<file path="src/rtl/core/echo_median_filter_core_macros.svh">
// ----------------------------------------------------------------------------
// Echo median filter assertion macros
// Implication checks used by the core; they compile to nothing under ASSERT_OFF.
// ----------------------------------------------------------------------------
`ifndef ECHO_MEDIAN_FILTER_CORE_MACROS_SVH
`define ECHO_MEDIAN_FILTER_CORE_MACROS_SVH

`ifndef ASSERT_OFF
`define EMF_ASSERT_IMP(label, clk, rst_n, ante, cons) \
    label: assert property (@(posedge clk) disable iff (!rst_n) (ante) |-> (cons)) \
        else $error("echo median filter: same-cycle check failed");
`define EMF_ASSERT_NXT(label, clk, rst_n, ante, cons) \
    label: assert property (@(posedge clk) disable iff (!rst_n) (ante) |=> (cons)) \
        else $error("echo median filter: next-cycle check failed");
`else
`define EMF_ASSERT_IMP(label, clk, rst_n, ante, cons)
`define EMF_ASSERT_NXT(label, clk, rst_n, ante, cons)
`endif

`endif

</file>
<file path="src/rtl/core/emf_pkg.sv">
// ----------------------------------------------------------------------------
// Echo median filter package
// Shared constants, the control state type and the insert control bundle.
// ----------------------------------------------------------------------------
package emf_pkg;

    localparam int MAX_SAMPLES_DEF = 16;
    localparam int TIME_WIDTH_DEF  = 16;

    // Width of the sample count register and of all round counters.
    localparam int CNT_W = 5;

    localparam logic [CNT_W-1:0] SAMPLE_COUNT_RST = CNT_W'(5);

    typedef enum logic {
        S_IDLE,
        S_EMIT
    } t_state;

    typedef struct packed {
        logic             ins_en;
        logic [CNT_W-1:0] count;
    } t_ins_ctrl;

endpackage

</file>
<file path="src/rtl/core/emf_cell.sv">
// ----------------------------------------------------------------------------
// Echo median filter sort cell
// One slot of the descending store: keeps its value, takes the new one,
// or takes its upper neighbor's value as the new one is inserted above it.
// ----------------------------------------------------------------------------
module emf_cell
    import emf_pkg::*;
#(
    parameter int TIME_WIDTH = TIME_WIDTH_DEF
) (
    input  logic                  i_clk,
    input  logic                  i_ins_en,
    input  logic                  i_occupied,
    input  logic [TIME_WIDTH-1:0] i_value,
    input  logic [TIME_WIDTH-1:0] i_prev_data,
    input  logic                  i_prev_keep,
    output logic [TIME_WIDTH-1:0] o_data,
    output logic                  o_keep
);

    logic [TIME_WIDTH-1:0] r_data;
    logic [TIME_WIDTH-1:0] n_data;

    // Equal values stay ahead of the newcomer.
    assign o_keep = i_occupied && (r_data >= i_value);
    assign o_data = r_data;

    always_comb begin
        n_data = r_data;
        if (i_ins_en && !o_keep) begin
            n_data = i_prev_keep ? i_value : i_prev_data;
        end
    end

    always_ff @(posedge i_clk) begin
        r_data <= n_data;
    end

endmodule

</file>
<file path="src/rtl/core/emf_chain.sv">
// ----------------------------------------------------------------------------
// Echo median filter cell chain
// Row of sort cells that holds the round's echoes in descending order,
// with a read port for the median slot.
// ----------------------------------------------------------------------------
module emf_chain
    import emf_pkg::*;
#(
    parameter int MAX_SAMPLES = MAX_SAMPLES_DEF,
    parameter int TIME_WIDTH  = TIME_WIDTH_DEF,
    parameter int IDX_W       = (MAX_SAMPLES > 1) ? $clog2(MAX_SAMPLES) : 1
) (
    input  logic                  i_clk,
    input  t_ins_ctrl             i_ins,
    input  logic [TIME_WIDTH-1:0] i_value,
    input  logic [IDX_W-1:0]      i_rd_idx,
    output logic [TIME_WIDTH-1:0] o_rd_data
);

    logic [TIME_WIDTH-1:0] w_data [MAX_SAMPLES];
    logic                  w_keep [MAX_SAMPLES];

    for (genvar g = 0; g < MAX_SAMPLES; g++) begin : g_cell
        logic                  w_occ;
        logic [TIME_WIDTH-1:0] w_prev_data;
        logic                  w_prev_keep;

        assign w_occ = (32'(i_ins.count) > 32'(g));

        if (g == 0) begin : g_head
            // The head cell has nothing above it, so it takes the new value.
            assign w_prev_data = i_value;
            assign w_prev_keep = 1'b1;
        end else begin : g_body
            assign w_prev_data = w_data[g-1];
            assign w_prev_keep = w_keep[g-1];
        end

        emf_cell #(
            .TIME_WIDTH (TIME_WIDTH)
        ) u_cell (
            .i_clk       (i_clk),
            .i_ins_en    (i_ins.ins_en),
            .i_occupied  (w_occ),
            .i_value     (i_value),
            .i_prev_data (w_prev_data),
            .i_prev_keep (w_prev_keep),
            .o_data      (w_data[g]),
            .o_keep      (w_keep[g])
        );
    end

    assign o_rd_data = w_data[i_rd_idx];

endmodule

</file>
<file path="src/rtl/core/echo_median_filter_core.sv">
// ----------------------------------------------------------------------------
// Echo median filter core: median of sample_count echo times per round.
// An item is inserted through the cell chain in the cycle it is accepted, so
// items inside a round go at 1 per cycle; after a round's last item the core
// moves to S_EMIT, which reads the median slot into the output register and
// takes no input; a result still waiting on the output stalls input there.
// Synchronous active-low reset: no round open, sample_count = 5, no output.
// ----------------------------------------------------------------------------
`include "echo_median_filter_core_macros.svh"

module echo_median_filter_core
    import emf_pkg::*;
#(
    parameter int MAX_SAMPLES = MAX_SAMPLES_DEF,
    parameter int TIME_WIDTH  = TIME_WIDTH_DEF
) (
    input  logic                  i_clk,
    input  logic                  i_rst_n,
    input  logic                  i_cfg_valid,
    output logic                  o_cfg_ready,
    input  logic [CNT_W-1:0]      i_cfg_data,
    input  logic                  i_in_valid,
    output logic                  o_in_ready,
    input  logic [TIME_WIDTH-1:0] i_echo_time,
    input  logic                  i_no_echo,
    output logic                  o_out_valid,
    input  logic                  i_out_ready,
    output logic [TIME_WIDTH-1:0] o_median_time,
    output logic                  o_found,
    output logic [CNT_W-1:0]      o_used_count
);

    localparam int IDX_W = (MAX_SAMPLES > 1) ? $clog2(MAX_SAMPLES) : 1;

    t_state                r_state,        n_state;
    logic                  r_in_round,     n_in_round;
    logic [CNT_W-1:0]      r_acc,          n_acc;
    logic [CNT_W-1:0]      r_target,       n_target;
    logic [CNT_W-1:0]      r_sample_count, n_sample_count;
    logic                  r_emit_found,   n_emit_found;
    logic [IDX_W-1:0]      r_emit_idx,     n_emit_idx;
    logic [CNT_W-1:0]      r_emit_used,    n_emit_used;
    logic                  r_out_valid,    n_out_valid;
    logic [TIME_WIDTH-1:0] r_median,       n_median;
    logic                  r_found,        n_found;
    logic [CNT_W-1:0]      r_used,         n_used;

    logic                  w_in_acc;
    logic [CNT_W-1:0]      w_tgt_start;
    logic [CNT_W-1:0]      w_tgt0;
    logic [CNT_W-1:0]      w_acc0;
    logic [CNT_W-1:0]      w_tgt1;
    logic [CNT_W-1:0]      w_acc1;
    logic                  w_insert;
    logic                  w_done_none;
    logic                  w_done_med;
    t_ins_ctrl             w_ins;
    logic [TIME_WIDTH-1:0] w_rd_data;

    assign o_cfg_ready   = 1'b1;
    assign o_in_ready    = (r_state == S_IDLE);
    assign w_in_acc      = i_in_valid && o_in_ready;
    assign o_out_valid   = r_out_valid;
    assign o_median_time = r_median;
    assign o_found       = r_found;
    assign o_used_count  = r_used;

    // Round bookkeeping for the item on the input port.
    always_comb begin
        priority if (r_sample_count == '0) begin
            w_tgt_start = CNT_W'(1);
        end else if (32'(r_sample_count) > MAX_SAMPLES) begin
            w_tgt_start = CNT_W'(MAX_SAMPLES);
        end else begin
            w_tgt_start = r_sample_count;
        end
        w_tgt0      = r_in_round ? r_target : w_tgt_start;
        w_acc0      = r_in_round ? r_acc : '0;
        w_insert    = !i_no_echo && (w_acc0 < w_tgt0);
        w_tgt1      = (i_no_echo && (w_tgt0 != '0)) ? (w_tgt0 - CNT_W'(1)) : w_tgt0;
        w_acc1      = w_insert ? (w_acc0 + CNT_W'(1)) : w_acc0;
        w_done_none = (w_tgt1 == '0);
        w_done_med  = !w_done_none && (w_acc1 >= w_tgt1);
        w_ins       = '{ins_en: w_in_acc && w_insert, count: w_acc0};
    end

    emf_chain #(
        .MAX_SAMPLES (MAX_SAMPLES),
        .TIME_WIDTH  (TIME_WIDTH),
        .IDX_W       (IDX_W)
    ) u_chain (
        .i_clk     (i_clk),
        .i_ins     (w_ins),
        .i_value   (i_echo_time),
        .i_rd_idx  (r_emit_idx),
        .o_rd_data (w_rd_data)
    );

    always_comb begin
        n_state        = r_state;
        n_in_round     = r_in_round;
        n_acc          = r_acc;
        n_target       = r_target;
        n_sample_count = r_sample_count;
        n_emit_found   = r_emit_found;
        n_emit_idx     = r_emit_idx;
        n_emit_used    = r_emit_used;
        n_out_valid    = r_out_valid;
        n_median       = r_median;
        n_found        = r_found;
        n_used         = r_used;

        if (i_cfg_valid) begin
            n_sample_count = i_cfg_data;
        end
        if (r_out_valid && i_out_ready) begin
            n_out_valid = 1'b0;
        end

        unique case (r_state)
            S_IDLE: begin
                if (w_in_acc) begin
                    n_in_round = 1'b1;
                    n_acc      = w_acc1;
                    n_target   = w_tgt1;
                    if (w_done_none || w_done_med) begin
                        n_state      = S_EMIT;
                        n_in_round   = 1'b0;
                        n_acc        = '0;
                        n_emit_found = w_done_med;
                        n_emit_idx   = IDX_W'(w_tgt1 >> 1);
                        n_emit_used  = w_done_med ? w_acc1 : '0;
                    end
                end
            end
            S_EMIT: begin
                // The chain is frozen here, so the median slot is stable.
                if (!r_out_valid || i_out_ready) begin
                    n_state     = S_IDLE;
                    n_out_valid = 1'b1;
                    n_median    = r_emit_found ? w_rd_data : '0;
                    n_found     = r_emit_found;
                    n_used      = r_emit_used;
                end
            end
        endcase
    end

    always_ff @(posedge i_clk) begin
        if (!i_rst_n) begin
            r_state        <= S_IDLE;
            r_in_round     <= 1'b0;
            r_acc          <= '0;
            r_target       <= '0;
            r_sample_count <= SAMPLE_COUNT_RST;
            r_out_valid    <= 1'b0;
        end else begin
            r_state        <= n_state;
            r_in_round     <= n_in_round;
            r_acc          <= n_acc;
            r_target       <= n_target;
            r_sample_count <= n_sample_count;
            r_out_valid    <= n_out_valid;
        end
    end

    always_ff @(posedge i_clk) begin
        r_emit_found <= n_emit_found;
        r_emit_idx   <= n_emit_idx;
        r_emit_used  <= n_emit_used;
        r_median     <= n_median;
        r_found      <= n_found;
        r_used       <= n_used;
    end

    `EMF_ASSERT_IMP(a_round_count_below_target, i_clk, i_rst_n, r_in_round, r_acc < r_target)
    `EMF_ASSERT_IMP(a_not_found_is_empty, i_clk, i_rst_n, o_out_valid && !o_found,
                    (o_median_time == '0) && (o_used_count == '0))
    `EMF_ASSERT_IMP(a_found_has_readings, i_clk, i_rst_n, o_out_valid && o_found,
                    o_used_count != '0)
    `EMF_ASSERT_NXT(a_emit_drains, i_clk, i_rst_n, (r_state == S_EMIT) && i_out_ready,
                    o_out_valid && (r_state == S_IDLE))

endmodule

</file>
<file path="config.mk">
export PLATFORM = sky130hd
export DESIGN_NAME = echo_median_filter_core
export DESIGN_NICKNAME = d
export VERILOG_FILES = /design/src/rtl/core/emf_pkg.sv /design/src/rtl/core/emf_cell.sv /design/src/rtl/core/emf_chain.sv /design/src/rtl/core/echo_median_filter_core.sv
export VERILOG_INCLUDE_DIRS = /design/src /design/src/rtl/core
export SDC_FILE = /design/constraint.sdc
export NUM_CORES = 1
export LEC_CHECK = 0
export BUFFER_PORTS_ARGS = -buffer_cell sky130_fd_sc_hd__buf_2
export CAP_MARGIN = 25
export CORE_ASPECT_RATIO = 1.25
export CORE_UTILIZATION = 45
export DETAILED_ROUTE_END_ITERATION = 8
export PLACE_DENSITY = 0.64
export REMOVE_ABC_BUFFERS = 1
export SYNTH_ARGS = -nofsm -noshare
export SYNTH_HDL_FRONTEND = slang
export SYNTH_SLANG_ARGS = --single-unit
</file>
<file path="constraint.sdc">
create_clock -name i_clk -period 3.7 [get_ports i_clk]
set_input_delay 0.37 -clock i_clk [delete_from_list [all_inputs] [get_ports i_clk]]
set_output_delay 0.37 -clock i_clk [all_outputs]
set_load 0.01 [all_outputs]
</file>
==> metrics.txt, run 1 <==
Inserted Clock Buffers 35; Netlist cell types 79; Crit path required time 4.15 ns; RD Place Congestion 0.958; Vias 13.9k; Total GRT Usage 23.1%; area of the multi-input gates 11200 sq um; antenna cells 0; post-DR vias/cell 6.08; GR Util met2 40.0%; critical path capture point type flip-flop; main area contributors after synthesis edfxtp_1 (41%), ha_1 (16%), mux2_2 (13%); proportion of layout cells with a drive suffix above 1 30.2%; DRT Pass-1 Iters 5; H-tree depth 2; worst-case clock buffer depth 3; Yosys top cell area share 41.3%; first-pass GRT wire length 84.2 mm; Non-Filler Instances 2283; EDFF count, synth 288; met3 GRT Util 2.78%; synthesized instance count 1569; wire length per cell 23.9 um; crit path launch type flip-flop; GR met1 Demand/Resource 28.9%; FF+latch count, synth 306; RSZ-0062 raised after global routing false; die boundary height 243 um; Slew headroom 36.0%; Netlist Area Pre-Place 21000 sq um; GRT overflow 0; Least-Margin Pin Slew 0.959 ns; Fillers 3918; pre-CTS setup slack 0.124 ns; asr flop ratio synth 0%; Main synth FF type edfxtp_1; maximum VDD drop 0.272 mV; Sequential cell area 9010 sq um; critical path type flip-flop to flip-flop; clock root buffer master clkbuf_16; setup slack after layout 0.220 ns; highest net fanout along the worst path 36; Final ANT Viol Nets 0; total power draw 10.4 mW; most frequent cell after synthesis edfxtp_1; Avg Synthesized Cell Area 13.4 sq um; Final Hold Fails 0; final WL 54.6 mm; Worst-path clk slew 0.06 ns; endpoints failing setup 0; largest net degree at the start of global routing 37; io pins 52; vias in the first global route 14.1k; Die X 195 um; LEAKAGE 9.12 nW; # rows 88; Die Area 47400 sq um; gr busiest metal met2; core area 46000 sq um; outcome finished, final reports clean; HPWL after DPL 42.1 mm; type of the most critical hold path primary input to flip-flop; max-cap check violation count 0; YS warnings 0; fin nets 1965; CTS tree done; # DRC 0; Initial Util 45.5%; post-CTS setup buffers 0; Area growth, synth to finish 11.7%; Worst-Skew Late Latency 0.54 ns; WP data arrival 3.93 ns; period utilisation layout 94.0%; placed cell count 2220; minimum clock period 3.48 ns; largest area contributor in the netlist edfxtp_1; initial antenna violation count 0; sequential fraction of the synthesis area 43.0%; Cell Pwr Density 444 nW/um^2; PortBufs 50; f_max 287 MHz; hold_ws 0.0585 ns; clock skew 0.0244 ns; drt initial violations 889; Synth top cells by count edfxtp_1 (288), ha_1 (266), mux2_2 (240), a21oi_1 (97), nand2_1 (81); Fin Setup TNS 0 ns; CTS Sinks 306; Slew Limit Fails 0
[logic make-up (layout without fill, tap and decap cells)]
group	Yosys count	after routing	synth area share (%)
DFF	306	306	43.0
and+or+nand+nor	252	252	6.07
other	1	1	0.0179
xor gates and xnor gates	2	2	0.0836
AOI/OAI and AO/OA	281	281	9.10
buffers and inverters	132	261	3.36
muxes	328	328	22.4
adders and majority gates	267	267	15.9
[per-stage QoR]
| step | util (%) | cell area [sq um] |
|---|---|---|
| detailed placement | 48.2 | 22200 |
| global route | 50.8 | 23400 |
| floorplan | - | 20500 |
| global placement | 48.2 | 22200 |
| CTS | 50.8 | 23400 |
| finish | 50.8 | 23400 |
[flip-flops by register name, indices dropped and copies added (netlist names)]
signal                        flops
u_chain.g_cell.u_cell.o_data    256
r_target                          5
r_emit_used                       5
o_found                           1
r_state                           1
r_sample_count                    5
r_emit_idx                        4
o_median_time                    16
r_emit_found                      1
r_acc                             5
o_out_valid                       1
r_in_round                        1
o_used_count                      5
[critical path, stage by stage, from the launching register on]
cell and delay, ns:
dfxtp_1 0.40, buf_12 0.23, nand2_1 0.12, inv_1 0.08
ha_1 0.30, nand2b_1 0.11, o21ai_1 0.12, a311oi_2 0.39
xnor2_1 0.21, ha_1 0.30, a21o_1 0.17, a31oi_1 0.12
o21ai_0 0.12, buf_4 0.16, nor2_4 0.18, nand4_1 0.17
o211ai_1 0.21
[area by class of cell]
class                      instances  area share [%]
clock inverter                    24            1.48
multi-input combinational       1131            48.0
sequential                       306            38.5
clock buffer                      39            3.81
timing repair buffer             137            4.07
tap                              585            3.13
inverter                          61           0.979
[final timing paths]
kind	startpoint	to	slack, ns	cells after the start
setup / recovery	r_in_round	r_acc[0]	0.22	16
hold / removal	i_cfg_data[0]	r_sample_count[0]	0.06	3
setup reg to reg	r_in_round	r_acc[0]	0.22	16
hold reg to reg	r_emit_used[0]	o_used_count[0]	0.42	0
[routing by layer]
layer  routed length [um]  share of wire (%)
met5                    0                  0
met4                 2330                4.3
met3                 2310                4.2
met2                27300                 50
met1                22600                 41
[where the power goes]
part	switching, mW	leakage, nW	internal (mW)
registers	0.256	2.82	4.18
logic	1.17	5.71	0.971
clock network	1.50	0.596	2.31
total	2.93	9.12	7.46
[cell usage in the layout, fill, tap and decap left out, types with 15 or more instances in the layout]
cell type	n
nand2_1	81
nor2b_1	28
nand3_1	23
a21o_1	21
buf_2	50
clkbuf_16	35
nand4_1	24
nand2b_1	15
mux4_1	30
buf_4	83
a21oi_1	97
o21ai_0	56
dfxtp_1	18
nor2_1	37
inv_1	60
ha_1	266
mux4_2	49
and2_1	20
edfxtp_1	288
mux2_2	240
[repair_timing]
action / CTS / global route
endpoints found under the hold margin: 0 / 0
hold buffers: 0 / 0
endpoints found under the setup margin: 0 / 10
resized for setup: 0 / 1
No activity file was read; power rests on OpenSTA's default activity.
==> run 2: changes to the inputs <==
--- a/config.mk
+++ b/config.mk
@@ -11,7 +11,8 @@
 export CORE_ASPECT_RATIO = 1.25
 export CORE_UTILIZATION = 45
 export DETAILED_ROUTE_END_ITERATION = 8
-export PLACE_DENSITY = 0.64
+export PLACE_DENSITY = 0.62
+export RECOVER_POWER = 50
 export REMOVE_ABC_BUFFERS = 1
 export SYNTH_ARGS = -nofsm -noshare
 export SYNTH_HDL_FRONTEND = slang
==> constraint.sdc (replaced) <==
create_clock -name i_clk -period 3.42 [get_ports i_clk]
set_input_delay 0.342 -clock i_clk [delete_from_list [all_inputs] [get_ports i_clk]]
set_output_delay 0.342 -clock i_clk [all_outputs]
set_load 0.01 [all_outputs]
==> run 2 against run 1 <==
- sequential power is 8.4% higher
- wire length grew 2.8%
- worst hold slack got worse by 0.020 ns
- sequential share of layout area shrank 0.13 points
==> metrics.txt, run 2 (synthesis results as in run 1) <==
io pins 52; Die X 195 um; max-cap check violation count 0; largest net degree at the start of global routing 65; Worst R2R Path Depth 14; endpoints failing setup 0; # DRC 0; Crit path required time 3.73 ns; commonest non-fill, non-tap cells in the layout edfxtp_1 (288), ha_1 (265), mux2_2 (240); LEAKAGE 9.09 nW; total power draw 10.8 mW; PortBufs 50; setup slack after layout 0.251 ns; Slew Limit Fails 0; Inserted Clock Buffers 36; core area 46000 sq um; Initial Util 45.5%; type of the most critical hold path primary input to flip-flop; outcome finished, final reports clean; period utilisation layout 92.7%; maximum VDD drop 0.405 mV; highest net fanout along the worst path 17; wire length per cell 24.3 um; pre-CTS setup slack 0.0723 ns; final WL 56.1 mm; Cell Pwr Density 459 nW/um^2; WP data arrival 3.48 ns; HPWL after DPL 43.1 mm; # rows 88; hold path cells 3; number of flip-flops in the largest register 256; Final Hold Fails 0; RD Place Congestion 0.995; initial antenna violation count 0; Die Area 47400 sq um; worst-case clock buffer depth 3; H-tree depth 2; Area growth, synth to finish 12.1%; CTS Sinks 306; CTS tree done; area of the multi-input gates 11300 sq um; vias in the first global route 14.1k; first-pass GRT wire length 85.1 mm; Final ANT Viol Nets 0; Total GRT Usage 23.8%; critical path capture point type flip-flop; post-DR vias/cell 6.06; drt initial violations 823; minimum clock period 3.17 ns; DRT Pass-1 Iters 5; clock skew 0.0136 ns; f_max 316 MHz; Fillers 3964; die boundary height 243 um; critical path type primary input to flip-flop; Slew headroom 6.12%; Sequential cell area 9010 sq um; proportion of layout cells with a drive suffix above 1 29.0%; GRT overflow 0; hold_ws 0.0387 ns; Fin Setup TNS 0 ns; Worst-path clk slew 0.06 ns; final core occ 51.0%; Worst-Skew Late Latency 0.57 ns; commonest non-fill, non-tap cell in the layout edfxtp_1; Least-Margin Pin Slew 1.41 ns; Vias 14.0k; clock root buffer master clkbuf_16; crit path launch type primary input; fin nets 1996
-- run 2: final timing paths --
path | endpoint | from | slack (ns)
min reg2reg | o_used_count[3] | r_emit_used[3] | 0.42
min | r_sample_count[1] | i_cfg_data[1] | 0.04
max | u_chain.g_cell[1].u_cell.o_data[7] | i_echo_time[1] | 0.25
max reg2reg | r_acc[0] | r_sample_count[4] | 0.28
-- run 2: per-layer routing --
layer / track usage [%] / vias to the layer above / share of wire [%]
li1: - / 6498 / -
met1: 29.0 / 7038 / 41
met2: 42.2 / 368 / 51
met3: 2.82 / 112 / 3.7
met4: 10.7 / 0 / 4.1
met5: 0 / - / 0
-- run 2: cell type report --
type,instances,area share [%]
multi-input cells,1131,48.0
flip-flops and latches,306,38.4
repair buffers,167,4.99
clock buffers,43,4.04
well taps,585,3.12
inverters,61,0.975
clock inverters,18,0.527
diodes,1,0.0107
-- run 2: critical path, cell delays in order --
cell	delay, ns
clkbuf_1	0.61
inv_1	0.37
ha_1	0.38
a31oi_1	0.10
o21ai_0	0.33
nand3_1	0.26
a221oi_4	0.51
buf_12	0.21
mux2_2	0.34
-- run 2: what timing repair did --
action / 4_1_cts / 5_1_grt
resized for setup: 0 / 9
buffers inserted: 0 / 1
endpoints found under the hold margin: 2 / 0
hold buffers: 2 / 0
setup endpoints to repair: 0 / 21
-- run 2: where the power goes --
group | internal, mW | total [mW] | switching [mW]
Combinational | 1.06 | 2.33 | 1.27
Sequential | 4.52 | 4.80 | 0.279
Clock | 2.05 | 3.64 | 1.59
-- run 2: metrics by stage --
step | cells | cell area (sq um)
after floorplan | 1498 | 20500
after global placement | 2247 | 22400
after detailed placement | 2247 | 22400
after CTS | 2310 | 23500
after global routing | 2311 | 23500
final | 2312 | 23500
